<file path="config.mk">
export PLATFORM = sky130hd
export DESIGN_NAME = dctr_fifo
export DESIGN_NICKNAME = d
export VERILOG_FILES = /design/src/rtl/core/dctr_fifo.sv
export SDC_FILE = /design/constraint.sdc
export NUM_CORES = 1
export LEC_CHECK = 0
export BUFFER_PORTS_ARGS = -buffer_cell sky130_fd_sc_hd__buf_2
export CAP_MARGIN = 20
export CORE_ASPECT_RATIO = 2
export CORE_MARGIN = 2
export CORE_UTILIZATION = 28
export CTS_BUF_LIST = sky130_fd_sc_hd__clkbuf_2
export DETAILED_ROUTE_END_ITERATION = 8
export MAX_ROUTING_LAYER = met4
export SETUP_SLACK_MARGIN = 0.15
export SLEW_MARGIN = 20
export SYNTH_ARGS = -nofsm -noshare
export SYNTH_HDL_FRONTEND = slang
export SYNTH_SLANG_ARGS = --single-unit
</file>
<file path="constraint.sdc">
create_clock -name clk_i -period 3.2 [get_ports clk_i]
set_input_delay 0.16 -clock clk_i [delete_from_list [all_inputs] [get_ports clk_i]]
set_output_delay 0.16 -clock clk_i [all_outputs]
set_load 0.05 [all_outputs]
</file>
<file path="src/rtl/core/dctr_fifo.sv">
// Small first-in first-out queue built from registers.
module dctr_fifo #(
  parameter int WIDTH = 8,
  parameter int DEPTH = 2
) (
  input  logic             clk_i,
  input  logic             rst_ni,
  input  logic             push_i,
  input  logic [WIDTH-1:0] data_i,
  output logic             full_o,
  input  logic             pop_i,
  output logic [WIDTH-1:0] data_o,
  output logic             empty_o
);

  localparam int PTR_W = (DEPTH > 1) ? $clog2(DEPTH) : 1;
  localparam int CNT_W = $clog2(DEPTH + 1);

  logic [WIDTH-1:0] mem_q [DEPTH];
  logic [PTR_W-1:0] wr_q, wr_d, rd_q, rd_d;
  logic [CNT_W-1:0] cnt_q, cnt_d;
  logic             do_push, do_pop;

  assign full_o  = (cnt_q == CNT_W'(DEPTH));
  assign empty_o = (cnt_q == '0);
  assign do_push = push_i && !full_o;
  assign do_pop  = pop_i && !empty_o;
  assign data_o  = mem_q[rd_q];

  always_comb begin
    wr_d  = wr_q;
    rd_d  = rd_q;
    cnt_d = cnt_q;
    if (do_push) begin
      wr_d = (wr_q == PTR_W'(DEPTH - 1)) ? '0 : wr_q + PTR_W'(1);
    end
    if (do_pop) begin
      rd_d = (rd_q == PTR_W'(DEPTH - 1)) ? '0 : rd_q + PTR_W'(1);
    end
    if (do_push && !do_pop) begin
      cnt_d = cnt_q + CNT_W'(1);
    end else if (do_pop && !do_push) begin
      cnt_d = cnt_q - CNT_W'(1);
    end
  end

  always_ff @(posedge clk_i or negedge rst_ni) begin
    if (!rst_ni) begin
      wr_q  <= '0;
      rd_q  <= '0;
      cnt_q <= '0;
    end else begin
      wr_q  <= wr_d;
      rd_q  <= rd_d;
      cnt_q <= cnt_d;
    end
  end

  always_ff @(posedge clk_i) begin
    if (do_push) begin
      mem_q[wr_q] <= data_i;
    end
  end

endmodule

</file>
==> results of run 1 <==
[cells in the mapped netlist]
cell type   n
and3_1      1
buf_2       1
dfrtp_1     4
edfxtp_1   16
ha_1        1
inv_1       2
mux2_1      6
mux2_2      2
nand2_2     1
nand2b_1    1
nor2_1      3
o21ai_1     1
xnor2_1     2
xnor2_2     1
xor2_1      2
[repair_timing]
item | CTS | global route
endpoints found under the setup margin | 0 | 0
hold endpoints to repair | 4 | 0
hold buffers | 1 | 0
[registers in the layout, summed over array words and instances, names as in the netlist]
signal / count
rd_q: 1
wr_q: 1
mem_q: 16
cnt_q: 2
[metal layers]
metal | GRT usage, % | up-vias | routed length (um)
li1 | - | 206 | -
met3 | 1.955 | 4 | 76
met1 | 7.156 | 199 | 349
met5 | - | - | 0
met2 | 15.16 | 14 | 717
met4 | 6.774 | 0 | 25
[stage by stage]
step / total power (W) / setup slack, ns
5_1_grt: 0.001006 / 1.442
2_1_floorplan: 0.0007812 / 1.808
6_report: 0.0009521 / 1.555
3_3_place_gp: 0.0008674 / 1.675
4_1_cts: 0.0009665 / 1.509
3_5_place_dp: 0.0008742 / 1.596
[power by group]
group          internal, W  switching (W)
registers         0.000363      0.0000547
logic             0.000135       0.000308
clock network    0.0000256      0.0000647
total             0.000524       0.000428
[cell families (layout without fill, tap and decap cells)]
group / count (synthesis) / count (layout) / synth area share [%]
mux: 8 / 8 / 11.52
xor+xnor: 5 / 5 / 6.561
buf+inv: 3 / 27 / 1.600
flops: 20 / 20 / 74.24
compound gates: 1 / 1 / 0.6394
simple gates: 6 / 6 / 3.841
fa+ha+maj: 1 / 1 / 1.600
[layout by cell type, fill, tap and decap left out]
master / synthesis / layout
buf_2: 1 / 21
edfxtp_1: 16 / 16
mux2_1: 6 / 6
dfrtp_1: 4 / 4
nor2_1: 3 / 3
clkbuf_2: 0 / 3
mux2_2: 2 / 2
inv_1: 2 / 2
xnor2_1: 2 / 2
xor2_1: 2 / 2
nand2b_1: 1 / 1
nand2_2: 1 / 1
o21ai_1: 1 / 1
and3_1: 1 / 1
xnor2_2: 1 / 1
ha_1: 1 / 1
dlygate4sd3_1: 0 / 1
[worst register-to-register path, cell delays in order, from the launching register on]
cell	delay, ns
dfrtp_1	0.46
nand2b_1	0.19
nand2_2	0.10
nor2_1	0.50
[worst paths after layout]
path,cells after the start,endpoint,start,slack (ns)
worst max-delay path,2,data_o[2],rd_q$_DFFE_PN0P_,1.55
worst min register to register,1,wr_q$_DFFE_PN0N_,wr_q$_DFFE_PN0N_,0.53
max in group asynchronous,2,cnt_q[0]$_DFFE_PN0P_,rst_ni,2.89
worst max register to register,3,mem_q[0][4]$_DFFE_PP_,cnt_q[0]$_DFFE_PN0P_,1.62
worst min-delay path,1,mem_q[1][3]$_DFFE_PP_,data_i[3],0.05
min in group asynchronous,2,cnt_q[1]$_DFFE_PN0P_,rst_ni,0.18
[final cells by class]
class	instances	area, sq um	area share [%]
inverter	2	7.507	0.7958
sequential	20	580.6	61.54
timing repair buffer	22	115.1	12.20
multi-input combinational	21	188.9	20.03
clock buffer	3	15.01	1.592
tap	29	36.28	3.846
==> metrics, run 1 <==
Tightest Pin Transition 0.6328 ns; period utilization 51.41%; post-route ant nets 0; Die ar. 3257 sq um; arrival time at the worst endpoint 1.49 ns; clk root buf clkbuf_2; Final setup violation count 0; Starting Density 28.94%; Max Slew Vio Count 0; Avg Synthesized Cell Area 17.77 sq um; initial antenna violation count 0; largest cells by area after synthesis edfxtp_1 (61%), dfrtp_1 (13%), mux2_1 (8.6%); Via-to-Cell Ratio 4.361; fillers 290; Worst Skew 0.002942 ns; Synth top area share 61.44%; status finished, final reports clean; Max Cap Viol 0; Syn Nets 57; Largest stage delay, worst path 0.61 ns; Worst Path Max Fanout 9; leak pwr 0.3909 nW; GR Util All Layers 8.864%; area grow syn2layout 20.64%; post-CTS setup buffers 0; Buf/Inv on CP 1; largest net degree at the start of global routing 11; # port buffers 21; register area share after synthesis 74.24%; clock tree sinks 20; first-pass GRT wire length 1869 um; setup TNS 0 ns; Final Critical Period 1.645 ns; clock-pin slew on the worst setup and hold paths 0.16 ns; Synth Register Bits 20; Worst path top cell family by delay flip-flops; Hold Vio Cnt, Final 0; CTS buffer count 3; startpoint class of the critical path flip-flop; critical-path cell list mux2_2 > buf_2; total gr overflow 0; max_slew headroom 57.66%; CP Class reg2out; DP Area 918.4 sq um; row count 27; Pre-antenna DRT Iters 4; HP Class in2reg; Pwr per Cell Area 1009 nW/um^2; CP max stage cell dfrtp_1; WP data required 3.04 ns; Design Area, Final 943.4 sq um; post-layout net count 83; vias 423; die height 78.74 um; Post-Place Cells 93; Ports 22; ant diodes 0; RSZ-0062 raised after global routing false; number of gates resized after CTS 0; WL per Instance 12.06 um; CTS HTree Levels 1; DRT iter0 DRCs 4; share of cells above drive strength 1 41.18%; synth warn 0; post-synth cell types 15; clock buffer depth 2; Layout Cells excl Fill 97; Synth Instances 44; dominant cell type by area after synthesis edfxtp_1; fin util 34.91%; die width 41.37 um; Crit. End Element output pin; Clock Latency Late Sink 0.28 ns; DP Wirelength 952.3 um; VDD IR max 426.7 uV; vias in the first global route 467; WL final 1170 um; synthesized area 782.0 sq um; DRC viols 0; core area 2703 sq um; CTS tree yes; GP Congestion 0.6415; Min Hold Slack 0.04887 ns; FMAX 607.9 MHz
Power figures use the tool's default switching activity.
==> run 2: changes to the inputs <==
==> constraint.sdc (replaced) <==
create_clock -name clk_i -period 1.35 [get_ports clk_i]
set_input_delay 0.0675 -clock clk_i [delete_from_list [all_inputs] [get_ports clk_i]]
set_output_delay 0.0675 -clock clk_i [all_outputs]
set_load 0.05 [all_outputs]
==> run 2 against run 1 <==
The run now ends with setup timing left. Critical endpoint is now data_o[3]. Clock skew up 0.0080 ns. First-iteration DRC count grew to 2.8 times the previous value. Hold slack better by 0.034 ns. Sequential share of layout area is 17 points lower. Highest routed layer unchanged. Final cell count rose by 23%. Setup slack got worse by 1.6 ns. Sequential cell count did not move. Total power rose to 3.3 times the previous value. Wire length grew 29%. Clock-buffer cell count is the same. Via count increased by 21%. Die area stayed put.
==> metrics, run 2 (same netlist as run 1, synthesis figures left out) <==
status finished with violations; failing checks setup timing; register bank with the most flops mem_q; Design Area, Final 1314 sq um (+39%); post-route ant nets 0 (unchanged); Worst Skew 0.01097 ns (+0.008024 ns); area grow syn2layout 68.00%; ant diodes 0 (unchanged); Final Critical Period 1.415 ns; core area 2703 sq um (unchanged); die width 41.37 um (unchanged); # port buffers 21 (unchanged); most common cell after layout, fill and taps aside edfxtp_1; arrival time at the worst endpoint 1.35 ns (-0.14 ns); DRC viols 0 (unchanged); GR Util All Layers 11.20% (+2.3 points); Max Cap Viol 0 (unchanged); row count 27 (unchanged); WL per Instance 12.68 um (+5.1%); CTS buffer count 3 (unchanged); Pwr per Cell Area 2412 nW/um^2 (+140%); first-pass GRT wire length 2394 um (+28%); total gr overflow 0 (unchanged); Die ar. 3257 sq um (unchanged); Min Hold Slack 0.08311 ns (+0.03424 ns); max_slew headroom 86.38% (+29 points); share of cells above drive strength 1 64.44% (+23 points); CP Class reg2out; final total power 0.003169 W (+230%); clock buffer depth 2 (unchanged); vias in the first global route 569 (+22%); CTS tree yes; vias 510 (+21%); initial antenna violation count 0 (unchanged); top layer in use met4; most frequent cells in the layout edfxtp_1 (16), buf_6 (14), buf_2 (11); VDD IR max 1405 uV (+230%); Tightest Pin Transition 0.2042 ns (-0.4286 ns); GP Congestion 0.6457 (+0.65%); setup ws final -0.06542 ns (-1.620 ns); Clock Latency Late Sink 0.29 ns (about the same); Final setup violation count 9 (+9); Ports 22 (unchanged); Max Slew Vio Count 0 (unchanged); wire length on met2 958 um (+34%); Crit. End Element output pin; WP data required 1.28 ns (-1.76 ns); Worst Path Max Fanout 4 (-5); largest net degree at the start of global routing 12 (+1); number of flip-flops in the largest register 16 (unchanged); fillers 239 (-18%); Via-to-Cell Ratio 4.286 (-1.7%); Hold Vio Cnt, Final 0 (unchanged); WL final 1509 um (+29%); post-layout net count 104 (+25%); clock-pin slew on the worst setup and hold paths 0.17 ns (about the same); setup TNS -0.5429 ns (-0.5429 ns); fin util 48.61% (+14 points); Regs by FF count mem_q x16, cnt_q x2; startpoint class of the critical path flip-flop; met1 wire length 471 um (+35%); Starting Density 28.94% (unchanged); DP Area 974.7 sq um (+6.1%); DP Wirelength 1012 um (+6.3%); clock tree sinks 20 (unchanged); FMAX 706.5 MHz; period utilization 104.8%; die height 78.74 um (unchanged); HP Class in2async; met3 WL 59 um (-22%); Pre-antenna DRT Iters 2 (-2); clk root buf clkbuf_2; DRT iter0 DRCs 11 (+7); CTS HTree Levels 1 (unchanged); RSZ-0062 raised after global routing true; leak pwr 0.5572 nW (+43%)
-- run 2: final cells by class --
cell class,count,area (sq um),share of cell area [%]
Clock buffer,3,15.01,1.143
Inverter,2,10.01,0.7619
Clock inverter,1,3.754,0.2857
Tap cell,29,36.28,2.762
Sequential cell,20,583.1,44.38
Timing Repair Buffer,43,397.9,30.29
Multi-Input combinational cell,21,267.8,20.38
-- run 2: where the power goes --
part	total (W)	internal (W)	switching [W]
sequential	0.000985	0.000868	0.000118
clock	0.000224	0.0000644	0.000159
combinational	0.00196	0.000979	0.000981
total	0.00317	0.00191	0.00126
-- run 2: final timing paths --
path,start,slack [ns],to,cells after the start
max in group asynchronous,rst_ni,1.13,wr_q$_DFFE_PN0N_,2
min in group clk_i,pop_i,0.16,rd_q$_DFFE_PN0P_,4
worst min-delay path,rst_ni,0.08,cnt_q[1]$_DFFE_PN0P_,2
worst min register to register,wr_q$_DFFE_PN0N_,0.58,wr_q$_DFFE_PN0N_,1
worst max-delay path,rd_q$_DFFE_PN0P_,-0.07,data_o[3],3
worst max register to register,cnt_q[0]$_DFFE_PN0P_,-0.06,cnt_q[1]$_DFFE_PN0P_,7
-- run 2: timing repair --
action | CTS | global route
hold buffers | 9 | 0
gates resized for setup | 43 | 4
pin swaps | 4 | 4
buffers inserted | 6 | 2
hold endpoints to repair | 20 | 0
endpoints found under the setup margin | 16 | 21
-- run 2: worst max-delay path: stages, from the launching register on --
cell	delay [ns]
dfrtp_2	0.47
buf_6	0.14
mux2_4	0.30
buf_6	0.15
-- run 2: layer usage --
layer	up-vias	global-route usage [%]
met4	0	4.839
met5	-	-
met3	2	0.8380
met1	245	10.17
met2	13	20.94
li1	250	-
-- run 2: stage by stage --
step           std cells  setup WS, ns
3_3_place_gp          98       0.07346
2_1_floorplan         44       0.04930
3_5_place_dp          98       0.02349
6_report             119      -0.06542
5_1_grt              119       -0.1455
4_1_cts              117      -0.08100
==> run 3: changes to the inputs <==
--- a/config.mk
+++ b/config.mk
@@ -12,6 +12,7 @@
 export CORE_UTILIZATION = 28
 export CTS_BUF_LIST = sky130_fd_sc_hd__clkbuf_2
 export DETAILED_ROUTE_END_ITERATION = 8
+export HOLD_SLACK_MARGIN = 0.1
 export MAX_ROUTING_LAYER = met4
 export SETUP_SLACK_MARGIN = 0.15
 export SLEW_MARGIN = 20
==> run 3 against run 2 <==
Sequential power about the same. Critical path depth unchanged. Non-clock buffer count up 1. Final cell count up 0.84%. Register-to-register slack about the same. Sequential cell count unchanged. Hold slack better by 0.067 ns. The flow still finishes with violations (setup timing). Combinational power about the same. Global-route usage up 0.38 points. Sequential share of layout area down 0.54 points. Clock power about the same.
==> metrics, run 3 (same netlist as run 1, synthesis figures left out) <==
die width 41.37 um (unchanged); Crit. End Element output pin; initial antenna violation count 0 (unchanged); setup TNS -0.5867 ns (-0.04379 ns); Max Cap Viol 0 (unchanged); FMAX 703.7 MHz (-0.39%); GR Util All Layers 11.58% (+0.38 points); Worst Path Max Fanout 4 (unchanged); DRT iter0 DRCs 7 (-4); CTS buffer count 3 (unchanged); vias in the first global route 573 (+0.70%); CTS tree yes; share of cells above drive strength 1 63.74% (-0.71 points); DP Wirelength 1012 um (unchanged); Max Slew Vio Count 0 (unchanged); DRC viols 0 (unchanged); setup ws final -0.07101 ns (-0.005590 ns); HP Class in2reg; Via-to-Cell Ratio 4.300 (+0.33%); CP Class reg2out; ant diodes 0 (unchanged); period utilization 105.3% (+0.41 points); clk root buf clkbuf_2; clock buffer depth 2 (unchanged); row count 27 (unchanged); Min Hold Slack 0.1504 ns (+0.06730 ns); number of flip-flops in the largest register 16 (unchanged); area grow syn2layout 70.08%; total gr overflow 0 (unchanged); failing checks setup timing; WP data required 1.28 ns (about the same); Hold Vio Cnt, Final 0 (unchanged); WL final 1558 um (+3.2%); Regs by FF count mem_q x16, cnt_q x2; register bank with the most flops mem_q; Clock Latency Late Sink 0.30 ns (about the same); arrival time at the worst endpoint 1.35 ns (about the same); die height 78.74 um (unchanged); first-pass GRT wire length 2442 um (+2.0%); post-route ant nets 0 (unchanged); Pre-antenna DRT Iters 2 (unchanged); status finished with violations; fillers 240 (+0.42%); Tightest Pin Transition 0.2067 ns (+0.002505 ns); most common cell after layout, fill and taps aside edfxtp_1; startpoint class of the critical path flip-flop; VDD IR max 1422 uV (+1.2%); core area 2703 sq um (unchanged); largest net degree at the start of global routing 12 (unchanged); Pwr per Cell Area 2409 nW/um^2 (-0.13%); GP Congestion 0.6457 (unchanged); # port buffers 21 (unchanged); leak pwr 0.5627 nW (+0.99%); Starting Density 28.94% (unchanged); vias 516 (+1.2%); clock tree sinks 20 (unchanged); most frequent cells in the layout edfxtp_1 (16), buf_6 (15), buf_2 (11); Final Critical Period 1.421 ns (+0.005590 ns); CTS HTree Levels 1 (unchanged); clock-pin slew on the worst setup and hold paths 0.18 ns (about the same); RSZ-0062 raised after global routing true; Worst Skew 0.01539 ns (+0.004423 ns); post-layout net count 105 (+0.96%); Final setup violation count 9 (unchanged); WL per Instance 12.98 um (+2.4%); Ports 22 (unchanged); Die ar. 3257 sq um (unchanged); max_slew headroom 86.17% (-0.21 points)
## run 3: timing repair
item / 4_1_cts / 5_1_grt
pin swaps: 4 / 4
cloned: 0 / 0
endpoints found under the setup margin: 16 / 21
hold buffers: 10 / 0
gates resized for setup: 43 / 6
endpoints found under the hold margin: 20 / 0
buffers inserted: 6 / 2
## run 3: metal layers
layer / vias to the layer above / GRT usage, % / share of wire, %
met5: - / - / 0
met4: 0 / 5.806 / 1.5
met3: 2 / 0.8380 / 3.9
met2: 13 / 21.56 / 63
met1: 248 / 10.17 / 31
li1: 253 / - / -
## run 3: path summary, 6_finish.rpt
check	from	endpoint	slack, ns	cells after the start
min in group asynchronous	rst_ni	cnt_q[1]$_DFFE_PN0P_	0.63	3
min	pop_i	rd_q$_DFFE_PN0P_	0.15	4
max	rd_q$_DFFE_PN0P_	data_o[3]	-0.07	3
max reg2reg	cnt_q[0]$_DFFE_PN0P_	cnt_q[1]$_DFFE_PN0P_	-0.06	7
min reg2reg	wr_q$_DFFE_PN0N_	wr_q$_DFFE_PN0N_	0.58	1
max in group asynchronous	rst_ni	wr_q$_DFFE_PN0N_	0.52	3
## run 3: worst max-delay path, cell delays in order, from the launching register on
cell     delay [ns]
dfrtp_2        0.47
buf_6          0.14
mux2_4         0.30
buf_6          0.15
## run 3: layout make-up
cell class / instances / area, sq um / area share (%)
sequential: 20 / 583.1 / 43.84
multi-input combinational: 21 / 267.8 / 20.13
clock inverter: 1 / 3.754 / 0.2822
inverter: 2 / 12.51 / 0.9407
clock buffer: 3 / 15.01 / 1.129
tap: 29 / 36.28 / 2.728
timing repair buffer: 44 / 411.6 / 30.95
## run 3: power by group
group / leakage (nW) / internal, W / total (W) / switching (W)
clock: 0.0140 / 0.0000644 / 0.000226 / 0.000162
sequential: 0.193 / 0.000867 / 0.000984 / 0.000117
combinational: 0.355 / 0.000996 / 0.00199 / 0.000998
## run 3: through the flow
step | total power (W) | util, % | cells | area [sq um] | setup slack, ns
floorplan | 0.001899 | - | 44 | 800.8 | 0.04930
global placement | 0.002168 | 36.06 | 98 | 974.7 | 0.07346
detailed placement | 0.002204 | 36.06 | 98 | 974.7 | 0.02349
CTS | 0.003056 | 47.73 | 118 | 1290 | -0.08100
global route | 0.003362 | 49.21 | 120 | 1330 | -0.1428
finish | 0.003204 | 49.21 | 120 | 1330 | -0.07101
