$ cat src/rtl/core/dctr_pkg.sv
// Shared types, codes and constants of the dirty-cell terminal refresh block.
package dctr_pkg;

  localparam int IDX_W   = 12;
  localparam int CHAR_W  = 8;
  localparam int ROW_W   = 5;
  localparam int COL_W   = 7;
  localparam int OCHAR_W = 7;
  localparam int ROWS_W  = 6;
  localparam int COLS_W  = 8;
  localparam int TCOL_W  = 8;
  localparam int PROD_W  = ROW_W + COLS_W;

  localparam logic [ROWS_W-1:0] ROWS_RESET = 6'd25;
  localparam logic [COLS_W-1:0] COLS_RESET = 8'd80;
  localparam logic [ROWS_W-1:0] ROWS_MAX   = 6'd32;
  localparam logic [COLS_W-1:0] COLS_MAX   = 8'd128;
  localparam logic [CHAR_W-1:0] CHAR_HIGH  = 8'h80;
  localparam logic [CHAR_W-1:0] CHAR_SPACE = 8'h20;

  localparam logic KIND_GOTO = 1'b0;
  localparam logic KIND_CHAR = 1'b1;

  localparam logic CFG_NUM_ROWS = 1'b0;
  localparam logic CFG_NUM_COLS = 1'b1;

  typedef enum logic [1:0] {
    ACT_WRITE  = 2'd0,
    ACT_SCROLL = 2'd1,
    ACT_CURSOR = 2'd2,
    ACT_STEP   = 2'd3
  } action_e;

  typedef struct packed {
    action_e           act;
    logic [IDX_W-1:0]  cell_idx;
    logic [CHAR_W-1:0] chr;
    logic [ROW_W-1:0]  row;
    logic [COL_W-1:0]  col;
  } cmd_t;

  typedef struct packed {
    logic               kind;
    logic [ROW_W-1:0]   row;
    logic [COL_W-1:0]   col;
    logic [OCHAR_W-1:0] chr;
    logic               done;
    logic               last;
  } res_t;

  typedef struct packed {
    logic              we;
    logic              index;
    logic [COLS_W-1:0] data;
  } cfg_wr_t;

  function automatic logic [OCHAR_W-1:0] filter_char(input logic [CHAR_W-1:0] ch);
    logic [CHAR_W-1:0] v;
    v = ((ch < CHAR_SPACE) || ((ch & CHAR_HIGH) != 8'd0)) ? CHAR_SPACE : ch;
    return v[OCHAR_W-1:0];
  endfunction

endpackage

$ cat src/rtl/core/dctr_front.sv
// Front end: accepts requests, drops writes outside the store and queues the rest.
module dctr_front #(
  parameter int STORE_CELLS = 4096
) (
  input  logic                         clk_i,
  input  logic                         rst_ni,
  input  logic                         push_i,
  output logic                         full_o,
  input  logic [1:0]                   action_i,
  input  logic [dctr_pkg::IDX_W-1:0]   cell_index_i,
  input  logic [dctr_pkg::CHAR_W-1:0]  char_in_i,
  input  logic [dctr_pkg::ROW_W-1:0]   row_in_i,
  input  logic [dctr_pkg::COL_W-1:0]   col_in_i,
  input  logic                         hold_i,
  input  logic                         cmd_full_i,
  output logic                         cmd_push_o,
  output dctr_pkg::cmd_t               cmd_o
);

  logic           valid_q, valid_d;
  logic           accept, keep;
  dctr_pkg::cmd_t cmd_q, cmd_in;

  always_comb begin
    cmd_in.act      = dctr_pkg::action_e'(action_i);
    cmd_in.cell_idx = cell_index_i;
    cmd_in.chr      = char_in_i;
    cmd_in.row      = row_in_i;
    cmd_in.col      = col_in_i;
  end

  assign full_o = hold_i || (valid_q && cmd_full_i);
  assign accept = push_i && !full_o;
  assign keep   = !((cmd_in.act == dctr_pkg::ACT_WRITE) &&
                    (32'(cell_index_i) >= STORE_CELLS));
  assign valid_d    = (accept && keep) || (valid_q && cmd_full_i);
  assign cmd_push_o = valid_q;
  assign cmd_o      = cmd_q;

  always_ff @(posedge clk_i or negedge rst_ni) begin
    if (!rst_ni) begin
      valid_q <= 1'b0;
    end else begin
      valid_q <= valid_d;
    end
  end

  always_ff @(posedge clk_i) begin
    if (accept && keep) begin
      cmd_q <= cmd_in;
    end
  end

endmodule

$ cat config.mk
export PLATFORM = sky130hd
export DESIGN_NAME = dctr_front
export DESIGN_NICKNAME = d
export VERILOG_FILES = /design/src/rtl/core/dctr_pkg.sv /design/src/rtl/core/dctr_front.sv
export SDC_FILE = /design/constraint.sdc
export NUM_CORES = 1
export LEC_CHECK = 0
export ABC_AREA = 1
export BUFFER_PORTS_ARGS = -buffer_cell sky130_fd_sc_hd__buf_4
export CELL_PAD_IN_SITES_DETAIL_PLACEMENT = 1
export CELL_PAD_IN_SITES_GLOBAL_PLACEMENT = 1
export CORE_ASPECT_RATIO = 1.5
export CORE_UTILIZATION = 31
export CTS_CLUSTER_DIAMETER = 50
export DETAILED_ROUTE_END_ITERATION = 10
export PLACE_DENSITY = 0.84
export SYNTH_ARGS = -nofsm -noshare
export SYNTH_HDL_FRONTEND = slang
export SYNTH_SLANG_ARGS = --single-unit
$ cat constraint.sdc
create_clock -name clk_i -period 2.1 [get_ports clk_i]
set_input_delay 0 -clock clk_i [delete_from_list [all_inputs] [get_ports clk_i]]
set_output_delay 0 -clock clk_i [all_outputs]
set_load 0.1 [all_outputs]
==> reports/results.tsv, run 1 <==
stage	metric	value	unit
pwr	pwr_density_cell	767	nW/µm²
clock_tree	clock-root-buffer	clkbuf_8	
synthesis	synth_xor_area_share	0	%
cells_and_area	n_antenna_cell	0	
synthesis	ys_ff_latch	35	
clock_tree	clk_pin_slew	0.07	ns
timing	fin_crit	1.48	ns
clock_tree	insertion_delay	0.28	ns
timing	holdWs	0.0339	ns
worst_setup_path	worstPathArrival	1.46	ns
drt	drc_errors	0	
synthesis	synth-compound-area-share	0.465	%
drt	routedWlPerCell	14.8	µm
pwr	peakVddDrop	0.000680	V
global_routing	grt_pass1_vias	869	
drt	drtIter0Drc	10	
placement	hpwl	1.74	mm
cells_and_area	fin_nets	199	
clock_tree	cts_buffer_depth	2	
synthesis	syn_inst	41	
worst_setup_path	endpoint_kind	register	
drt	firstDrtPassIters	4	
worst_setup_path	crit_fanout	23	
clock_tree	cts_sinks	35	
timing	slew_headroom	74.2	%
timing	fin_worst_skew	0.00938	ns
synthesis	muxShareOfSynthArea	0	%
worst_hold_path	min_path_type	input pin to asynchronous set/reset pin	
outcome	status	finished clean	
die	die_w	50.1	µm
timing	finalMaxSlewViolations	0	
global_routing	grt_usage	16.6	%
worst_setup_path	r2r_cells	4	
global_routing	antenna_found_initial	0	
timing	hold_violations	0	
synthesis	yosysSeqAreaShare	97.1	%
global_routing	grt_max_degree	24	
drt	drtAntennaViolNets	0	
timing	setup-tns-final	0	ns
clock_tree	ctsResizeCount	0	
die	io_pins	75	
clock_tree	cts_made_buffers	5	
synthesis	synth_top_family_by_area	simple AND/OR/NAND/NOR gates	
timing	max_slew.worst_pin.slew	0.386	ns
drt	finalWirelength	2.97	mm
worst_setup_path	worstSetupPathType	register to register	
global_routing	grt_pass1_wl	4.24	mm
cells_and_area	syn_to_final_growth	101	%
worst_setup_path	critPathLaunchType	register	
synthesis	netlist_area	1080	µm²
synthesis	syn_avg_cell_area	26.3	µm²
worst_setup_path	r2r-end	cmd_o[24]$_DFFE_PP_	
pwr	leakage	0.000912	µW
drt	num_vias	822	
worst_setup_path	r2r-start	cmd_push_o$_DFF_PN0_	
die	start_util	33.4	%
die	die_area	3720	µm²
placement	port_buffers	74	
cells_and_area	drive_gt1_share	52.8	%
clock_tree	h-tree-depth	2	
synthesis	synth_nets	80	
flow_run	maxCapViolCount	0	
timing	grt_setup_unrepaired	no	
die	fp.coreArea	3220	µm²
timing	max_freq	0.675	GHz
worst_setup_path	critPathRequiredTime	2.08	ns
synthesis	yosys.area_share.simple	1.74	%
die	chipHeight	74.2	µm
global_routing	grt-ovfl-total	0	
clock_tree	cts_tree	done	
synthesis	synth_fa_ha_area_share	0	%
cells_and_area	fill_cells	301	
synthesis	ys.warnings.count	0	
synthesis	synth.distinct_cells	6	
drt	vias_per_cell	4.09	
worst_setup_path	ff2ff_setup_slack	0.62	ns
die	rows	25	
timing	fin_crit_sh	70.5	%
placement	gp_congestion	0.694	
timing	finalSetupViolCount	0	
## where the power goes
group          switching (µW)  internal, µW  total [µW]
clock                     213           232         446
sequential               8.74           803         812
combinational             271           133         403
## area by class of cell
cell class / instances / area [µm²] / area share [%]
well taps: 40 / 50.0 / 2.31
flip-flops and latches: 35 / 1050 / 48.4
multi-input cells: 4 / 33.8 / 1.56
clock inverters: 1 / 5.00 / 0.231
repair buffers: 112 / 946 / 43.7
inverters: 2 / 7.51 / 0.347
clock buffers: 7 / 76.3 / 3.52
## synth_stat cells, drive strengths merged
| library cell | count | area (µm²) |
|---|---|---|
| dfrtp | 1 | 25.0 |
| edfxtp | 34 | 1020 |
| inv | 2 | 7.51 |
| nand2 | 2 | 12.5 |
| nor2 | 1 | 6.26 |
| o21ai | 1 | 5.00 |
## kinds of logic (layout without fill, tap and decap cells)
| kind of cell | Yosys count | in the layout |
|---|---|---|
| simple gates | 3 | 3 |
| flops | 35 | 35 |
| buf+inv | 2 | 122 |
| compound gates | 1 | 1 |
## worst max-delay path by stage
stage	slack, ns	start	to
floorplan	0.12	cmd_push_o$_DFF_PN0_	cmd_o[0]$_DFFE_PP_
global placement	0.74	cmd_push_o$_DFF_PN0_	cmd_o[14]$_DFFE_PP_
detailed placement	0.66	cmd_push_o$_DFF_PN0_	cmd_o[24]$_DFFE_PP_
CTS	0.64	cmd_push_o$_DFF_PN0_	cmd_o[30]$_DFFE_PP_
global route	0.56	cmd_push_o$_DFF_PN0_	cmd_o[11]$_DFFE_PP_
finish	0.62	cmd_push_o$_DFF_PN0_	cmd_o[24]$_DFFE_PP_
## cells in the final DEF (no fill, tap or decap), drive strengths merged
cell type / count
buf: 75
nand2: 2
inv: 2
edfxtp: 34
clkbuf: 7
dlygate4sd3: 37
clkinv: 1
dfrtp: 1
nor2: 1
o21ai: 1
## state kept, by name (all words and copies together) (netlist names)
signal	count
cmd_o	34
cmd_push_o	1
## worst max-delay path: stages, from the launching register on
cell and delay, ns:
dfrtp_2 0.42, nand2_2 0.12, nand2_4 0.07, nor2_4 0.34
buf_12 0.23
## through the flow
step | area, µm² | utilization (%) | instances | total power [µW] | setup slack [ns]
3_3_place_gp | 1710 | 53.2 | 156 | 1160 | 0.737
4_1_cts | 2170 | 67.2 | 201 | 1670 | 0.639
3_5_place_dp | 1710 | 53.2 | 156 | 1170 | 0.655
6_report | 2170 | 67.2 | 201 | 1660 | 0.619
5_1_grt | 2170 | 67.2 | 201 | 1710 | 0.560
2_1_floorplan | 1090 | - | 41 | 1060 | 0.119
## routing by layer
metal / share of wire [%] / global-route usage, % / vias up / routed length [µm]
li1: - / - / 395 / -
met1: 32 / 15.0 / 371 / 954
met2: 58 / 31.9 / 52 / 1720
met3: 9.1 / 7.57 / 4 / 269
met4: 0.88 / 5.71 / 0 / 26
met5: 0 / 0 / - / 0
## what timing repair did
item,CTS,global route
setup buffers,0,0
endpoints found under the hold margin,36,0
hold buffers,37,0
endpoints found under the setup margin,0,0
(Power assumes the default switching activity.)
==> run 2, diff against run 1 <==
Clock period 2.1 ns to 1.4 ns, I/O delays scaled along.
==> run 2 against run 1 <==
Compared with the run above:
- sequential power up 50%
- clock power grew 42%
- via count grew 0.61%
- flip-flop and latch count stayed put
- critical endpoint is now cmd_o[17]$_DFFE_PP_
- largest cell class unchanged
==> reports/results.tsv, run 2 (synthesis results as in run 1) <==
stage	metric	value	unit	change
timing	max_slew.worst_pin.slew	0.287	ns	-0.0990 ns
die	start_util	33.4	%	unchanged
outcome	status	finished clean		
die	rows	25		unchanged
drt	num_vias	827		+0.61%
global_routing	grt_max_degree	19		-21%
timing	fin_crit_sh	92.6	%	+22 points
die	die_area	3720	µm²	unchanged
clock_tree	clock-root-buffer	clkbuf_8		
clock_tree	h-tree-depth	2		unchanged
worst_setup_path	crit_path_top_delay_cell	dfrtp_4		
timing	hold_violations	0		unchanged
worst_hold_path	min_path_type	input pin to register		
timing	fin_worst_skew	0.00746	ns	-0.00193 ns
pwr	pwr_density_cell	1130	nW/µm²	+47%
pwr	fin_total_pwr	2470	µW	+49%
timing	slew_headroom	81.0	%	+6.8 points
cells_and_area	n_antenna_cell	0		unchanged
cells_and_area	regArea	1050	µm²	+0.24%
timing	finalMaxSlewViolations	0		unchanged
worst_setup_path	cp_num_buf_inv	1		unchanged
drt	finalWirelength	2.99	mm	+0.67%
die	die_w	50.1	µm	unchanged
cells_and_area	fill_cells	293		-2.7%
die	io_pins	75		unchanged
clock_tree	cts_sinks	35		unchanged
clock_tree	cts_made_buffers	5		unchanged
worst_setup_path	critPathLaunchType	register		
worst_setup_path	worstSetupPathType	register to register		
timing	finalWorstSetupSlack	0.104	ns	-0.515 ns
timing	fin_crit	1.30	ns	-0.185 ns
global_routing	grt-ovfl-total	0		unchanged
cells_and_area	fin_nets	199		unchanged
global_routing	grt_usage	17.8	%	+1.1 points
worst_setup_path	endpoint_kind	register		
timing	max_freq	0.771	GHz	+14%
placement	gp_congestion	0.669		-3.6%
worst_setup_path	crit_family	flip-flops		
placement	hpwl	1.88	mm	+7.8%
drt	vias_per_cell	4.14		+1.1%
worst_setup_path	critPathRequiredTime	1.38	ns	-0.70 ns
clock_tree	cts_buffer_depth	2		unchanged
timing	grt_setup_unrepaired	no		
clock_tree	clk_pin_slew	0.06	ns	about the same
worst_setup_path	path_cells	nand2_4 -> nand2_8 -> nor2_4 -> buf_12		
cells_and_area	syn_to_final_growth	103	%	
clock_tree	insertion_delay	0.27	ns	about the same
drt	firstDrtPassIters	2		-2
clock_tree	cts_hold_buf	36		-2.7%
drt	drtIter0Drc	9		-1
drt	drc_errors	0		unchanged
placement	port_buffers	74		unchanged
cells_and_area	largest_reg_flops	34		unchanged
clock_tree	cts_tree	done		
clock_tree	ctsResizeCount	0		unchanged
timing	setup-tns-final	0	ns	unchanged
worst_setup_path	max_stage_delay	0.49	ns	+0.07 ns
drt	routedWlPerCell	15.0	µm	+1.2%
clock_tree	cts_setup_buffers	0		unchanged
cells_and_area	layout_commonest_cell	buf_4		
pwr	leakage	0.000921	µW	+0.98%
global_routing	antenna_found_initial	0		unchanged
flow_run	maxCapViolCount	0		unchanged
placement	pre_cts_slack	0.124	ns	-0.531 ns
die	fp.coreArea	3220	µm²	unchanged
drt	drtAntennaViolNets	0		unchanged
die	chipHeight	74.2	µm	unchanged
cells_and_area	multi_input_area	47.5	µm²	+41%
worst_setup_path	worstPathArrival	1.28	ns	-0.18 ns
cells_and_area	mostFrequentLayoutCells	buf_4, dlygate4sd3_1, edfxtp_1, clkbuf_8		
worst_setup_path	crit_fanout	18		-22%
cells_and_area	drive_gt1_share	53.8	%	+0.95 points
cells_and_area	post-route-util	67.9	%	+0.70 points
global_routing	grt_pass1_wl	4.65	mm	+9.8%
timing	finalSetupViolCount	0		unchanged
global_routing	grt_pass1_vias	993		+14%
pwr	peakVddDrop	0.000812	V	+19%
-- run 2: changes by cell type in the layout (fill, tap and decap cells not counted), sizes merged --
cell / previous run / this run
buf: 75 / 76
clkbuf: 7 / 5
clkinv: 1 / 2
dlygate4sd3: 37 / 36
-- run 2: worst min-delay path: cells and delay by family --
family,cells,cell delay [ns]
compound gates,1,0.09
simple gates,1,0.07
buf+inv,1,0.10
-- run 2: worst paths after layout --
path	from	slack (ns)	depth (start not counted)	to
setup reg to reg	cmd_push_o$_DFF_PN0_	0.10	4	cmd_o[17]$_DFFE_PP_
setup / recovery	cmd_push_o$_DFF_PN0_	0.10	4	cmd_o[17]$_DFFE_PP_
min in group asynchronous	rst_ni	0.05	2	cmd_push_o$_DFF_PN0_
hold reg to reg	cmd_push_o$_DFF_PN0_	0.64	2	cmd_push_o$_DFF_PN0_
max in group asynchronous	rst_ni	1.25	2	cmd_push_o$_DFF_PN0_
hold / removal	cmd_full_i	0.03	3	cmd_push_o$_DFF_PN0_
-- run 2: report_power, final --
| part | leakage [µW] | switching, µW | internal [µW] | total, µW |
|---|---|---|---|---|
| combinational | 0.000552 | 407 | 204 | 611 |
| clock | 0.0000414 | 304 | 330 | 634 |
| sequential | 0.000328 | 15.6 | 1210 | 1220 |
| total | 0.000921 | 727 | 1740 | 2470 |
-- run 2: layer usage --
| layer | GRT usage (%) | part of all wire [%] | vias to the layer above |
|---|---|---|---|
| met5 | 0 | 0 | - |
| met4 | 6.67 | 0.53 | 0 |
| met3 | 6.13 | 8.4 | 2 |
| met2 | 34.4 | 58 | 47 |
| met1 | 16.7 | 33 | 385 |
| li1 | - | - | 393 |
-- run 2: final cells by class --
type / instances / area share (%)
Clock buffer: 5 / 3.14
Clock inverter: 2 / 0.400
Inverter: 2 / 0.343
Multi-Input combinational cell: 4 / 2.17
Sequential cell: 35 / 48.0
Tap cell: 40 / 2.29
Timing Repair Buffer: 112 / 43.7
-- run 2: metrics by stage --
stage	hold slack (ns)	std cells	instance area (µm²)
3_3_place_gp	-0.223	157	1750
2_1_floorplan	-0.296	41	1100
5_1_grt	0.0219	200	2190
6_report	0.0269	200	2190
4_1_cts	0.0104	200	2190
3_5_place_dp	-0.221	157	1750
==> run 3, diff against run 2 <==
Settings changed: BUFFER_PORTS_ARGS -buffer_cell sky130_fd_sc_hd__buf_4 to -buffer_cell sky130_fd_sc_hd__buf_2.
==> run 3 against run 2 <==
Compared with the run above:
- design area decreased by 8.2%
- global-route usage decreased by 1.1 points
- combinational power decreased by 9.3%
==> reports/results.tsv, run 3 (synthesis results as in run 1) <==
stage	metric	value	unit	change
outcome	status	finished clean		
timing	finalWorstSetupSlack	0.116	ns	+0.0129 ns
clock_tree	cts_setup_buffers	0		unchanged
timing	hold_violations	0		unchanged
pwr	pwr_density_cell	1220	nW/µm²	+7.8%
worst_setup_path	r2r-start	cmd_push_o$_DFF_PN0_		
timing	fin_worst_skew	0.00392	ns	-0.00354 ns
die	fp.coreArea	3220	µm²	unchanged
flow_run	maxCapViolCount	0		unchanged
global_routing	grt_usage	16.7	%	-1.1 points
clock_tree	cts_tree	done		
timing	max_slew.worst_pin.slew	0.497	ns	+0.211 ns
die	io_pins	75		unchanged
placement	placed_cells	157		unchanged
drt	drtIter0Drc	6		-3
pwr	leakage	0.000862	µW	-6.3%
clock_tree	insertion_delay	0.28	ns	about the same
timing	slew_headroom	67.1	%	-14 points
worst_hold_path	min_path_type	input pin to asynchronous set/reset pin		
cells_and_area	drive_gt1_share	54.7	%	+0.91 points
clock_tree	cts_made_buffers	5		unchanged
timing	grt_setup_unrepaired	no		
worst_setup_path	r2r-end	cmd_o[25]$_DFFE_PP_		
cells_and_area	largest_reg_flops	34		unchanged
clock_tree	cts_buffer_depth	2		unchanged
global_routing	grt_max_degree	19		unchanged
drt	drc_errors	0		unchanged
timing	fin_crit_sh	91.7	%	-0.92 points
clock_tree	h-tree-depth	2		unchanged
placement	port_buffers	74		unchanged
worst_setup_path	r2r_cells	4		unchanged
global_routing	grtUsageMet1	13.9	%	-2.9 points
cells_and_area	syn_to_final_growth	86.5	%	
global_routing	busiest_layer	met2		
drt	num_vias	835		+0.97%
cells_and_area	layout.cells.non_filler	201		+0.50%
drt	firstDrtPassIters	2		unchanged
worst_setup_path	ff2ff_setup_slack	0.12	ns	about the same
global_routing	grt_use_met2	33.6	%	-0.74 points
drt	finalWirelength	2.91	mm	-2.8%
worst_setup_path	worstSetupPathType	register to register		
global_routing	grt_pass1_wl	4.37	mm	-6.1%
clock_tree	clk_pin_slew	0.07	ns	about the same
global_routing	grt_pass1_vias	983		-1.0%
cells_and_area	n_antenna_cell	0		unchanged
pwr	fin_total_pwr	2440	µW	-1.0%
pwr	peakVddDrop	0.000803	V	-1.1%
timing	holdWs	0.0363	ns	+0.00937 ns
drt	vias_per_cell	4.15		+0.47%
clock_tree	cts_sinks	35		unchanged
cells_and_area	layout_commonest_cell	buf_2		
die	rows	25		unchanged
drt	routedWlPerCell	14.5	µm	-3.3%
global_routing	grt_util_met3	5.11	%	-1.0 points
global_routing	antenna_found_initial	0		unchanged
die	chipHeight	74.2	µm	unchanged
placement	pre_cts_slack	0.118	ns	-0.00603 ns
worst_setup_path	critPathRequiredTime	1.39	ns	about the same
die	die_area	3720	µm²	unchanged
worst_setup_path	critPathLaunchType	register		
timing	fin_crit	1.28	ns	-0.0129 ns
worst_setup_path	worstPathArrival	1.27	ns	about the same
cells_and_area	mostFrequentLayoutCells	buf_2, dlygate4sd3_1, edfxtp_1, clkbuf_8, clkinv_2		
cells_and_area	fin_nets	199		unchanged
timing	finalSetupViolCount	0		unchanged
placement	gp_congestion	0.647		-3.3%
global_routing	grt-ovfl-total	0		unchanged
worst_setup_path	crit_fanout	18		unchanged
timing	finalMaxSlewViolations	0		unchanged
drt	drtAntennaViolNets	0		unchanged
timing	max_freq	0.779	GHz	+1.0%
die	start_util	33.4	%	unchanged
cells_and_area	post-route-util	62.4	%	-5.6 points
die	die_w	50.1	µm	unchanged
clock_tree	clock-root-buffer	clkbuf_8		
worst_setup_path	endpoint_kind	register		
-- run 3: per-stage QoR --
step           area (µm²)  TNS [ns]
3_3_place_gp         1570         0
4_1_cts              2010         0
5_1_grt              2010         0
2_1_floorplan        1100    -15.97
6_report             2010         0
3_5_place_dp         1570         0
-- run 3: layout make-up --
class / instances / area [µm²]
Clock buffer: 5 / 68.8
Inverter: 2 / 7.51
Sequential cell: 35 / 1050
Multi-Input combinational cell: 4 / 47.5
Timing Repair Buffer: 112 / 771
Fill cell: 321 / 1210
Tap cell: 40 / 50.0
Clock inverter: 3 / 15.0
-- run 3: timing repair --
item,in CTS,in global routing
hold buffers,36,0
gates resized for setup,0,0
endpoints found under the hold margin,36,0
-- run 3: power breakdown --
| part | internal, µW | leakage, µW | switching, µW |
|---|---|---|---|
| Clock | 340 | 0.0000477 | 331 |
| Sequential | 1210 | 0.000328 | 12.0 |
| Combinational | 150 | 0.000487 | 405 |
-- run 3: critical path, cell delays in order (launching register included) --
cell and delay, ns:
dfrtp_4 0.49, nand2_4 0.10, nand2_8 0.06, nor2_4 0.17, buf_12 0.17
-- run 3: how the worst max path moves through the flow --
stage / start / endpoint
2_1_floorplan: cmd_push_o$_DFF_PN0_ / cmd_o[0]$_DFFE_PP_
4_1_cts: cmd_push_o$_DFF_PN0_ / full_o
6_report: cmd_push_o$_DFF_PN0_ / cmd_o[25]$_DFFE_PP_
5_1_grt: cmd_push_o$_DFF_PN0_ / cmd_o[19]$_DFFE_PP_
3_3_place_gp: cmd_push_o$_DFF_PN0_ / cmd_o[15]$_DFFE_PP_
3_5_place_dp: cmd_push_o$_DFF_PN0_ / cmd_o[15]$_DFFE_PP_
-- run 3: metal layers --
layer / wire length [µm] / share of wire [%] / vias to the layer above
met5: 0 / 0 / -
met4: 59 / 2.0 / 0
met3: 226 / 7.8 / 8
met2: 1710 / 59 / 54
met1: 913 / 31 / 380
li1: - / - / 393
